File: src/sv/mrc_pkg.sv
// Shared types, codes and the CRC-16 byte function of the Modbus RTU response checker.
`timescale 1ns / 1ps

package mrc_pkg;

    localparam int unsigned TimeoutW  = 16;
    localparam int unsigned PosW      = 17;
    localparam int unsigned InDataW   = 56;
    localparam int unsigned OutDataW  = 32;
    localparam int unsigned CfgIndexW = 1;

    localparam logic [TimeoutW-1:0] FIRST_TIMEOUT_RST = 16'd10000;
    localparam logic [TimeoutW-1:0] GAP_TIMEOUT_RST   = 16'd35;

    // input request kinds
    localparam logic [1:0] KIND_ARM  = 2'd0;
    localparam logic [1:0] KIND_BYTE = 2'd1;
    localparam logic [1:0] KIND_TICK = 2'd2;

    // request operations
    localparam logic [1:0] OP_READ_HOLD   = 2'd0;
    localparam logic [1:0] OP_WRITE_ONE   = 2'd1;
    localparam logic [1:0] OP_WRITE_MULTI = 2'd2;

    // Modbus function codes
    localparam logic [7:0] FC_READ_HOLD   = 8'd3;
    localparam logic [7:0] FC_WRITE_ONE   = 8'd6;
    localparam logic [7:0] FC_WRITE_MULTI = 8'd16;

    // completion status codes
    localparam logic [2:0] ST_OK       = 3'd0;
    localparam logic [2:0] ST_TIMEOUT  = 3'd1;
    localparam logic [2:0] ST_CRC      = 3'd2;
    localparam logic [2:0] ST_ADDRESS  = 3'd3;
    localparam logic [2:0] ST_FUNCTION = 3'd4;
    localparam logic [2:0] ST_COUNT    = 3'd5;
    localparam logic [2:0] ST_ECHO     = 3'd6;

    // error flag bit positions
    localparam int unsigned ERR_ADDR  = 0;
    localparam int unsigned ERR_FUNC  = 1;
    localparam int unsigned ERR_COUNT = 2;
    localparam int unsigned ERR_ECHO  = 3;

    // config register indexes
    localparam logic [CfgIndexW-1:0] CFG_FIRST_TIMEOUT = 1'd0;
    localparam logic [CfgIndexW-1:0] CFG_GAP_TIMEOUT   = 1'd1;

    localparam logic [15:0] CRC_INIT = 16'hFFFF;
    localparam logic [15:0] CRC_POLY = 16'hA001;

    localparam logic       OUT_VALUE  = 1'b0;
    localparam logic       OUT_STATUS = 1'b1;

    typedef struct packed {
        logic [1:0]  kind;
        logic [1:0]  request_op;
        logic [7:0]  slave_id;
        logic [15:0] reg_address;
        logic [15:0] count_or_value;
        logic [7:0]  rx_byte;
    } t_item;

    typedef struct packed {
        logic        out_kind;
        logic [6:0]  reg_index;
        logic [15:0] reg_value;
        logic [2:0]  status;
        logic        last;
    } t_result;

    // reflected CRC-16, one byte, eight unrolled shift steps
    function automatic logic [15:0] crc16_byte(input logic [15:0] crc, input logic [7:0] b);
        logic [15:0] c;
        c = crc ^ {8'h00, b};
        for (int i = 0; i < 8; i++) begin
            c = c[0] ? ((c >> 1) ^ CRC_POLY) : (c >> 1);
        end
        return c;
    endfunction

    function automatic logic [7:0] fcode_of_op(input logic [1:0] op);
        logic [7:0] f;
        case (op)
            OP_READ_HOLD: f = FC_READ_HOLD;
            OP_WRITE_ONE: f = FC_WRITE_ONE;
            default:      f = FC_WRITE_MULTI;
        endcase
        return f;
    endfunction

endpackage

File: src/sv/mrc_core.sv
// Transaction state and per-request check logic of the Modbus RTU response checker.
`timescale 1ns / 1ps

module mrc_core
    import mrc_pkg::*;
(
    input  logic                i_clk,
    input  logic                i_rst_n,
    input  logic                i_en,
    input  t_item               i_item,
    input  logic [TimeoutW-1:0] i_first_timeout,
    input  logic [TimeoutW-1:0] i_gap_timeout,
    output logic                o_res_valid,
    output t_result             o_res
);

    logic                r_busy, n_busy;
    logic [1:0]          r_op, n_op;
    logic [7:0]          r_slave, n_slave;
    logic [15:0]         r_addr, n_addr;
    logic [15:0]         r_count, n_count;
    logic [PosW-1:0]     r_pos, n_pos;
    // one bit above the position: 5+2n runs past 17 bits for the largest counts
    logic [PosW:0]       r_exp, n_exp;
    logic [15:0]         r_crc, n_crc;
    logic [7:0]          r_hold, n_hold;
    logic [15:0]         r_echo, n_echo;
    logic [3:0]          r_err, n_err;
    logic [TimeoutW-1:0] r_idle, n_idle;
    logic                r_seen, n_seen;

    logic [PosW:0]       pos_inc;
    logic [PosW:0]       data_end;
    logic [PosW-1:0]     data_ofs;
    logic [PosW-1:0]     byte_cnt_exp;
    logic [TimeoutW-1:0] limit;

    always_comb begin
        pos_inc      = {1'b0, r_pos} + {{PosW{1'b0}}, 1'b1};
        data_end     = r_exp - {{(PosW-1){1'b0}}, 2'd2};
        data_ofs     = r_pos - {{(PosW-2){1'b0}}, 2'd3};
        byte_cnt_exp = {r_count, 1'b0};
        limit        = r_seen ? i_gap_timeout : i_first_timeout;
    end

    always_comb begin
        n_busy  = r_busy;
        n_op    = r_op;
        n_slave = r_slave;
        n_addr  = r_addr;
        n_count = r_count;
        n_pos   = r_pos;
        n_exp   = r_exp;
        n_crc   = r_crc;
        n_hold  = r_hold;
        n_echo  = r_echo;
        n_err   = r_err;
        n_idle  = r_idle;
        n_seen  = r_seen;
        o_res_valid = 1'b0;
        o_res       = '0;

        if (i_en) begin
            unique case (i_item.kind)
                KIND_ARM: begin
                    if (i_item.request_op <= OP_WRITE_MULTI) begin
                        n_busy  = 1'b1;
                        n_op    = i_item.request_op;
                        n_slave = i_item.slave_id;
                        n_addr  = i_item.reg_address;
                        n_count = i_item.count_or_value;
                        n_pos   = '0;
                        n_exp   = (i_item.request_op == OP_READ_HOLD)
                                  ? ({1'b0, i_item.count_or_value, 1'b0} + 18'd5) : 18'd8;
                        n_crc   = CRC_INIT;
                        n_hold  = '0;
                        n_echo  = '0;
                        n_err   = '0;
                        n_idle  = '0;
                        n_seen  = 1'b0;
                    end
                end
                KIND_BYTE: begin
                    if (r_busy) begin
                        n_crc  = crc16_byte(r_crc, i_item.rx_byte);
                        n_idle = '0;
                        n_seen = 1'b1;
                        if (r_pos == 17'd0) begin
                            if (i_item.rx_byte != r_slave) n_err[ERR_ADDR] = 1'b1;
                        end else if (r_pos == 17'd1) begin
                            if (i_item.rx_byte != fcode_of_op(r_op)) n_err[ERR_FUNC] = 1'b1;
                        end else if (r_op == OP_READ_HOLD) begin
                            if (r_pos == 17'd2) begin
                                if ({9'd0, i_item.rx_byte} != byte_cnt_exp)
                                    n_err[ERR_COUNT] = 1'b1;
                            end else if ({1'b0, r_pos} < data_end) begin
                                if (!data_ofs[0]) begin
                                    n_hold = i_item.rx_byte;
                                end else begin
                                    o_res_valid     = 1'b1;
                                    o_res.out_kind  = OUT_VALUE;
                                    o_res.reg_index = data_ofs[7:1];
                                    o_res.reg_value = {r_hold, i_item.rx_byte};
                                end
                            end
                        end else if (r_pos >= 17'd2 && r_pos <= 17'd5) begin
                            n_echo = {r_echo[7:0], i_item.rx_byte};
                            if (r_pos == 17'd3 && n_echo != r_addr) n_err[ERR_ECHO] = 1'b1;
                            if (r_pos == 17'd5 && n_echo != r_count) n_err[ERR_ECHO] = 1'b1;
                        end

                        n_pos = pos_inc[PosW-1:0];
                        if (pos_inc >= r_exp) begin
                            n_busy          = 1'b0;
                            o_res_valid     = 1'b1;
                            o_res           = '0;
                            o_res.out_kind  = OUT_STATUS;
                            o_res.last      = 1'b1;
                            if (n_crc != 16'd0)       o_res.status = ST_CRC;
                            else if (n_err[ERR_ADDR]) o_res.status = ST_ADDRESS;
                            else if (n_err[ERR_FUNC]) o_res.status = ST_FUNCTION;
                            else if (n_err[ERR_COUNT]) o_res.status = ST_COUNT;
                            else if (n_err[ERR_ECHO]) o_res.status = ST_ECHO;
                            else                      o_res.status = ST_OK;
                        end
                    end
                end
                KIND_TICK: begin
                    if (r_busy) begin
                        n_idle = (r_idle == 16'hFFFF) ? r_idle : (r_idle + 16'd1);
                        if (n_idle >= limit) begin
                            n_busy         = 1'b0;
                            o_res_valid    = 1'b1;
                            o_res.out_kind = OUT_STATUS;
                            o_res.status   = ST_TIMEOUT;
                            o_res.last     = 1'b1;
                        end
                    end
                end
                default: begin
                end
            endcase
        end
    end

    always_ff @(posedge i_clk) begin
        if (!i_rst_n) begin
            r_busy <= 1'b0;
            r_seen <= 1'b0;
        end else begin
            r_busy <= n_busy;
            r_seen <= n_seen;
        end
        r_op    <= n_op;
        r_slave <= n_slave;
        r_addr  <= n_addr;
        r_count <= n_count;
        r_pos   <= n_pos;
        r_exp   <= n_exp;
        r_crc   <= n_crc;
        r_hold  <= n_hold;
        r_echo  <= n_echo;
        r_err   <= n_err;
        r_idle  <= n_idle;
    end

`ifndef SYNTHESIS
    // register values only come out of a running read
    a_value_needs_busy: assert property (@(posedge i_clk) disable iff (!i_rst_n)
        (o_res_valid && o_res.out_kind == OUT_VALUE) |-> (r_busy && r_op == OP_READ_HOLD))
        else $error("value item outside a read");

    // every status item closes the transaction
    a_status_ends: assert property (@(posedge i_clk) disable iff (!i_rst_n)
        (o_res_valid && o_res.out_kind == OUT_STATUS) |=> !r_busy)
        else $error("busy after status item");

    // byte position stays inside the expected frame while running
    a_pos_in_frame: assert property (@(posedge i_clk) disable iff (!i_rst_n)
        r_busy |-> ({1'b0, r_pos} < r_exp))
        else $error("byte position past frame end");
`endif

endmodule

File: config.mk
export PLATFORM = sky130hd
export DESIGN_NAME = mrc_core
export DESIGN_NICKNAME = d
export VERILOG_FILES = /design/src/sv/mrc_pkg.sv /design/src/sv/mrc_core.sv
export SDC_FILE = /design/constraint.sdc
export NUM_CORES = 1
export LEC_CHECK = 0
export BUFFER_PORTS_ARGS = -buffer_cell sky130_fd_sc_hd__buf_4
export CAP_MARGIN = 30
export CORE_ASPECT_RATIO = 0.5
export CORE_UTILIZATION = 35
export CTS_CLUSTER_DIAMETER = 80
export CTS_CLUSTER_SIZE = 8
export DETAILED_ROUTE_END_ITERATION = 10
export PLACE_DENSITY = 0.57
export SYNTH_ARGS = -nofsm -noshare
export SYNTH_HDL_FRONTEND = slang
export SYNTH_SLANG_ARGS = --single-unit
export TNS_END_PERCENT = 30
File: constraint.sdc
create_clock -name i_clk -period 4.2 [get_ports i_clk]
set_input_delay 0.42 -clock i_clk [delete_from_list [all_inputs] [get_ports i_clk]]
set_output_delay 0.42 -clock i_clk [all_outputs]
set_load 0.005 [all_outputs]
After elaboration in Yosys (flattened, before gate mapping)
Index checks and enable logic that the tools add are counted.

cells by class
  bitwise gates (word level) = 9
  mux-type cells = 103
  magnitude comparators = 6
  add/subtract/negate cells = 5
  reductions and logical operators = 16
  shift-type cells = 0
  eq/ne operators = 24
  divide/modulo/power cells = 0
  multipliers = 0

operators by type and width
  operator                 number
  $mux W16                 15
  $mux W23                 7
  $mux W8                  18
  $mux W28                 3
  $pmux W16 S3             1
  $eq A17 B2 Y1 const B    2
  $mux W17                 2
  $pmux W17 S2             1
  $mux W1                  32
  $ne A16 B16 Y1           2
  $pmux W16 S2             1
  $pmux W8 S2              2
  $mux W3                  9
  $not A2 Y3               8
  $ne A2 B2 Y1 const B     11
  $add A17 B1 Y18 const B  1
  $add A17 B3 Y18 const B  1
  $ge A18 B18 Y1           1
  $lt A17 B18 Y1           1
  $sub A18 B2 Y18 const B  1
  $eq A17 B1 Y1 const B    1
  $eq A17 B3 Y1 const B    1
  $ge A17 B2 Y1 const B    1
  $le A17 B3 Y1 const B    1
  27 further kinds         40

word-level totals
  output and inout port bits = 29
  flip-flop bits (word level) = 131
  bits in latches = 0
  memories = 0
  RAM bits = 0
  bits in read-only memories = 0

Longest topological paths before layout
  depth after elaboration = 23
  mapped depth = 17
  gate-level depth less buffers = 14

Worst setup path after synthesis
Ideal clock, no wire load.

  path type = input -> register
  from = input i_item[50] (netlist bit)
  to = register r_busy
  stages on the path = 6
  setup time = 0.058 ns
  data arrival time = 4.184 ns
  setup slack = -0.042 ns
  data required time = 4.142 ns
  path through = inv_1 ha_1 nand2_1 a21oi_1 nor2b_1 o221a_2

on the way
  longest elaborated chain between the ends = 3

RTL lines
  item                                                                        RTL line         source
  from (decl)                                                                 mrc_core.sv:10   input t_item i_item,
  $eq A2 B2 Y1 (tied with other cells)                                        mrc_core.sv:64   unique case (i_item.kind)
  $reduce_bool A3 Y1 (no source line) / $ne A2 B2 Y1 (equally long branches)  --
  $reduce_and A3 Y1 (no source line)                                          --
  to (signal assigned)                                                        mrc_core.sv:151  r_busy <= n_busy;
  to (decl)                                                                   mrc_core.sv:17   logic r_busy, n_busy;

Several ways; a longest one is shown, not always the timed one.
A chain may end at the register's enable or synchronous reset.

==> parameters.txt <==
Parameter                              Value

Placement
  Detailed placer's ending HPWL ... 16.37 mm
  Total of buffers placed on input and output ports ... 115
  Last weighted congestion value of the routability-driven placer ... 0.8712
  Placed cell area ... 9714 sq um

Logic synthesis
  Count of state elements after synthesis ... 131
  Synthesized area divided by synthesized cell count ... 11.04 sq um
  Number of standard cells after synthesis ... 762
  Count of warnings emitted by yosys ... 0
  Area of the mapped netlist ... 8409 sq um
  Top flip-flop cell by instance count after synthesis ... sky130_fd_sc_hd__edfxtp_1
  Synth Net Count ... 911
  Synth cell types ... 63
  Fraction of the yosys area taken by sequential cells ... 46.54%
  Number of flops mapped to enable cells by yosys ... 129
  Post-synth ARST share ... 0%

Global routing
  Number of antenna violations at the first check in global routing ... 0
  Total congestion overflow after global routing ... 0
  Largest net degree at the start of global routing ... 58
  Global-route wire length before repair ... 34.51 mm
  Combined global-route utilization of all metal layers ... 18.38%
  Number of global-route vias before repair ... 6356

Floorplan
  Die extent in x ... 221.2 um
  Starting density of the core ... 36.28%
  Die outline area ... 24690 sq um
  Cell Rows ... 39
  IO Pins ... 116
  Core ar. ... 23180 sq um
  Die Ht ... 111.6 um

Run status
  Run status ... complete, but fails checks
  Violated checks ... setup timing

Critical path
  Worst path buffer plus inverter count ... 3
  Cell seen most often among critical-path stages ... sky130_fd_sc_hd__buf_4
  Highest-delay cell along the critical path ... sky130_fd_sc_hd__or4b_4
  Critical path's largest stage delay ... 0.58 ns
  Cell class contributing the biggest share of worst-path delay ... simple AND/OR/NAND/NOR gates
  Setup crit end kind ... primary output
  Worst R2R Start ... r_exp[7]
  CP cell instances ... and3_4 > nand4_1 > nor3_2 > nand2_1 > xnor2_2 > ha_1 > o21a_1 > o21ai_2 > o31a_1 > o31ai_4 > or4b_4 > buf_4 > nor3_2 > buf_4 > buf_4
  Worst endpoint required time ... 3.78 ns
  Worst setup slack for register-to-register paths ... 0.52 ns
  Worst Reg2Reg Path Length in Cells ... 13
  Critical path launch point type ... flip-flop
  Crit-path max FO ... 5
  Critical path arrival ... 3.86 ns
  RR Endpoint ... r_hold[6]
  Worst Setup Path Type ... flip-flop to primary output

Timing
  Number of hold violations in the final report ... 0
  Crit path time final ... 4.276 ns
  RSZ-0062 raised after global routing ... true
  Setup clock skew after layout ... 0.01069 ns
  Transition time at the pin with the least slew margin ... 0.7885 ns
  Relative max-transition margin ... 47.24%
  Highest clock frequency the design can meet ... 233.9 MHz
  Smallest hold slack ... 0.1581 ns
  Tcrit/Tclk final ... 101.8%
  Final count of pins violating max slew ... 0
  Final worst-path setup slack ... -0.07579 ns
  Finish-stage setup viols ... 19

Layout
  Fraction of layout cells with a size suffix above 1 ... 28.08%
  Area Overhead vs Synth ... 28.36%
  Nets ... 1062
  Non-Filler Cell Area, Final ... 10790 sq um
  Layout fillers ... 2107
  Top library cells by usage in the layout, fill and taps aside ... 154 x sky130_fd_sc_hd__buf_4, 129 x sky130_fd_sc_hd__edfxtp_1, 60 x sky130_fd_sc_hd__xor2_1
  Area used by sequential logic in the layout ... 3914 sq um
  Most frequent standard cell in the layout excluding fill and tap cells ... sky130_fd_sc_hd__buf_4
  Multi-input logic area ... 4603 sq um

Clocking
  Hold-fix buffers, CTS ... 0
  Clk sinks ... 131
  Number of H-tree levels ... 4
  CTS Buffer Depth ... 2
  Number of CTS-inserted buffers ... 17
  Root buffer cell ... sky130_fd_sc_hd__clkbuf_16
  Clock tree from TritonCTS ... yes
  Post-CTS clock slew at the launch and capture registers of the worst setup and hold paths ... 0.06 ns
  Clock insertion delay at the later pin of the skew report ... 0.44 ns

Drt
  Total Wirelength ... 21.90 mm
  Vias post-DR ... 6342
  Routed wire per std cell ... 17.75 um
  DRC errors left ... 0
  First DRT Iteration DRCs ... 306
  First drt pass iteration count ... 5
  Post-route ant nets ... 0
  Via-per-instance ratio ... 5.139

Min path
  Cell depth of the worst min-delay path ... 1
  Terminating pin of the worst hold path ... r_slave[3]
  Startpoint of the most critical hold path ... i_item[43]
  Kind of path behind the tightest hold check ... primary input to flip-flop

Power and ir drop
  Leakage Power ... 4.168 nW
  Maximum vdd ir drop ... 0.2135 mV
  Cell Pwr Density ... 316.0 nW/um^2

Run
  Number of max-cap violations ... 0
-- timing repair --
| action | in CTS | in global routing |
|---|---|---|
| endpoints found under the setup margin | 29 | 29 |
| setup buffers | 11 | 11 |
| resized for setup | 34 | 40 |
| pin swaps | 8 | 31 |
-- per-layer routing --
| layer | GRT usage [%] | share of wire, % |
|---|---|---|
| met1 | 23.24 | 45 |
| met2 | 29.67 | 46 |
| met3 | 5.278 | 6.0 |
| met4 | 7.506 | 2.8 |
| met5 | 0 | 0 |
-- worst register-to-register path: cells and delay by family (launching register included) --
kind / cells / cell delay [ns]
and+or+nand+nor: 6 / 1.35
DFF: 1 / 0.45
AOI/OAI and AO/OA: 4 / 0.90
adders and majority gates: 1 / 0.30
xor gates and xnor gates: 1 / 0.14
buffers and inverters: 1 / 0.25
-- synthesized netlist by cell type, drive strengths merged, types with 6 or more instances --
library cell / number / area share (%)
nand3: 30 / 1.8
nor2b: 8 / 0.60
and3: 6 / 0.45
mux2i: 16 / 1.9
buf: 10 / 0.80
nand2b: 11 / 0.82
a21o: 10 / 0.91
nand4: 18 / 1.3
edfxtp: 129 / 46
ha: 62 / 9.2
and2: 61 / 4.6
o21ai: 20 / 1.2
nor4: 24 / 2.1
and4: 7 / 0.73
inv: 28 / 1.2
a21oi: 19 / 1.3
clkbuf: 17 / 0.76
or3: 10 / 0.80
xnor2: 58 / 6.0
nor2: 37 / 1.7
xor2: 62 / 6.5
nor3: 22 / 1.4
nand2: 40 / 1.8
-- registers in the layout, summed over array words and instances (netlist names) --
signal   flops
r_slave      8
r_busy       1
r_exp       18
r_err        4
r_crc       16
r_addr      16
r_pos       17
r_op         2
r_seen       1
r_count     16
r_echo       8
r_idle      16
r_hold       8
-- logic make-up after synthesis --
| group | count (synthesis) | share of synthesized area (%) |
|---|---|---|
| buf+inv | 55 | 2.812 |
| fa+ha+maj | 62 | 9.225 |
| simple gates | 290 | 19.76 |
| flops | 131 | 46.54 |
| mux | 19 | 2.306 |
| xor+xnor | 120 | 12.50 |
| compound gates | 85 | 6.859 |
-- worst max path at each step --
stage,start,end,cells after the start
2_1_floorplan,r_exp[7],r_hold[0],13
3_3_place_gp,r_pos[1],o_res[24],15
3_5_place_dp,r_pos[1],o_res[24],15
4_1_cts,r_exp[7],o_res[20],13
5_1_grt,r_pos[9],o_res[24],14
6_report,r_pos[7],o_res[22],15
-- through the flow --
stage	TNS, ns	utilization [%]	setup WS [ns]	std cells	power (mW)
final	-0.6900	46.57	-0.07579	1234	3.410
after global routing	-4.860	46.56	-0.2294	1233	3.543
after CTS	-0.1716	45.37	-0.04327	1222	3.423
after detailed placement	-0.7236	41.91	-0.2513	1179	1.963
after global placement	-0.6694	41.91	-0.2329	1179	1.957
after floorplan	0	-	0.3350	762	1.801
-- final cells by class --
class	instances	share of cell area (%)
clock buffer	19	4.011
timing repair buffer	159	11.31
tap	307	3.559
inverter	28	0.9737
sequential	131	36.26
multi-input combinational	576	42.65
clock inverter	13	1.217
antenna	1	0.02318
-- power by group --
group	leakage (nW)	switching [mW]	internal [mW]	total [mW]
sequential	1.18	0.0383	1.49	1.53
clock	0.271	0.579	0.869	1.45
combinational	2.72	0.230	0.201	0.431
No activity file was read; power rests on OpenSTA's default activity.
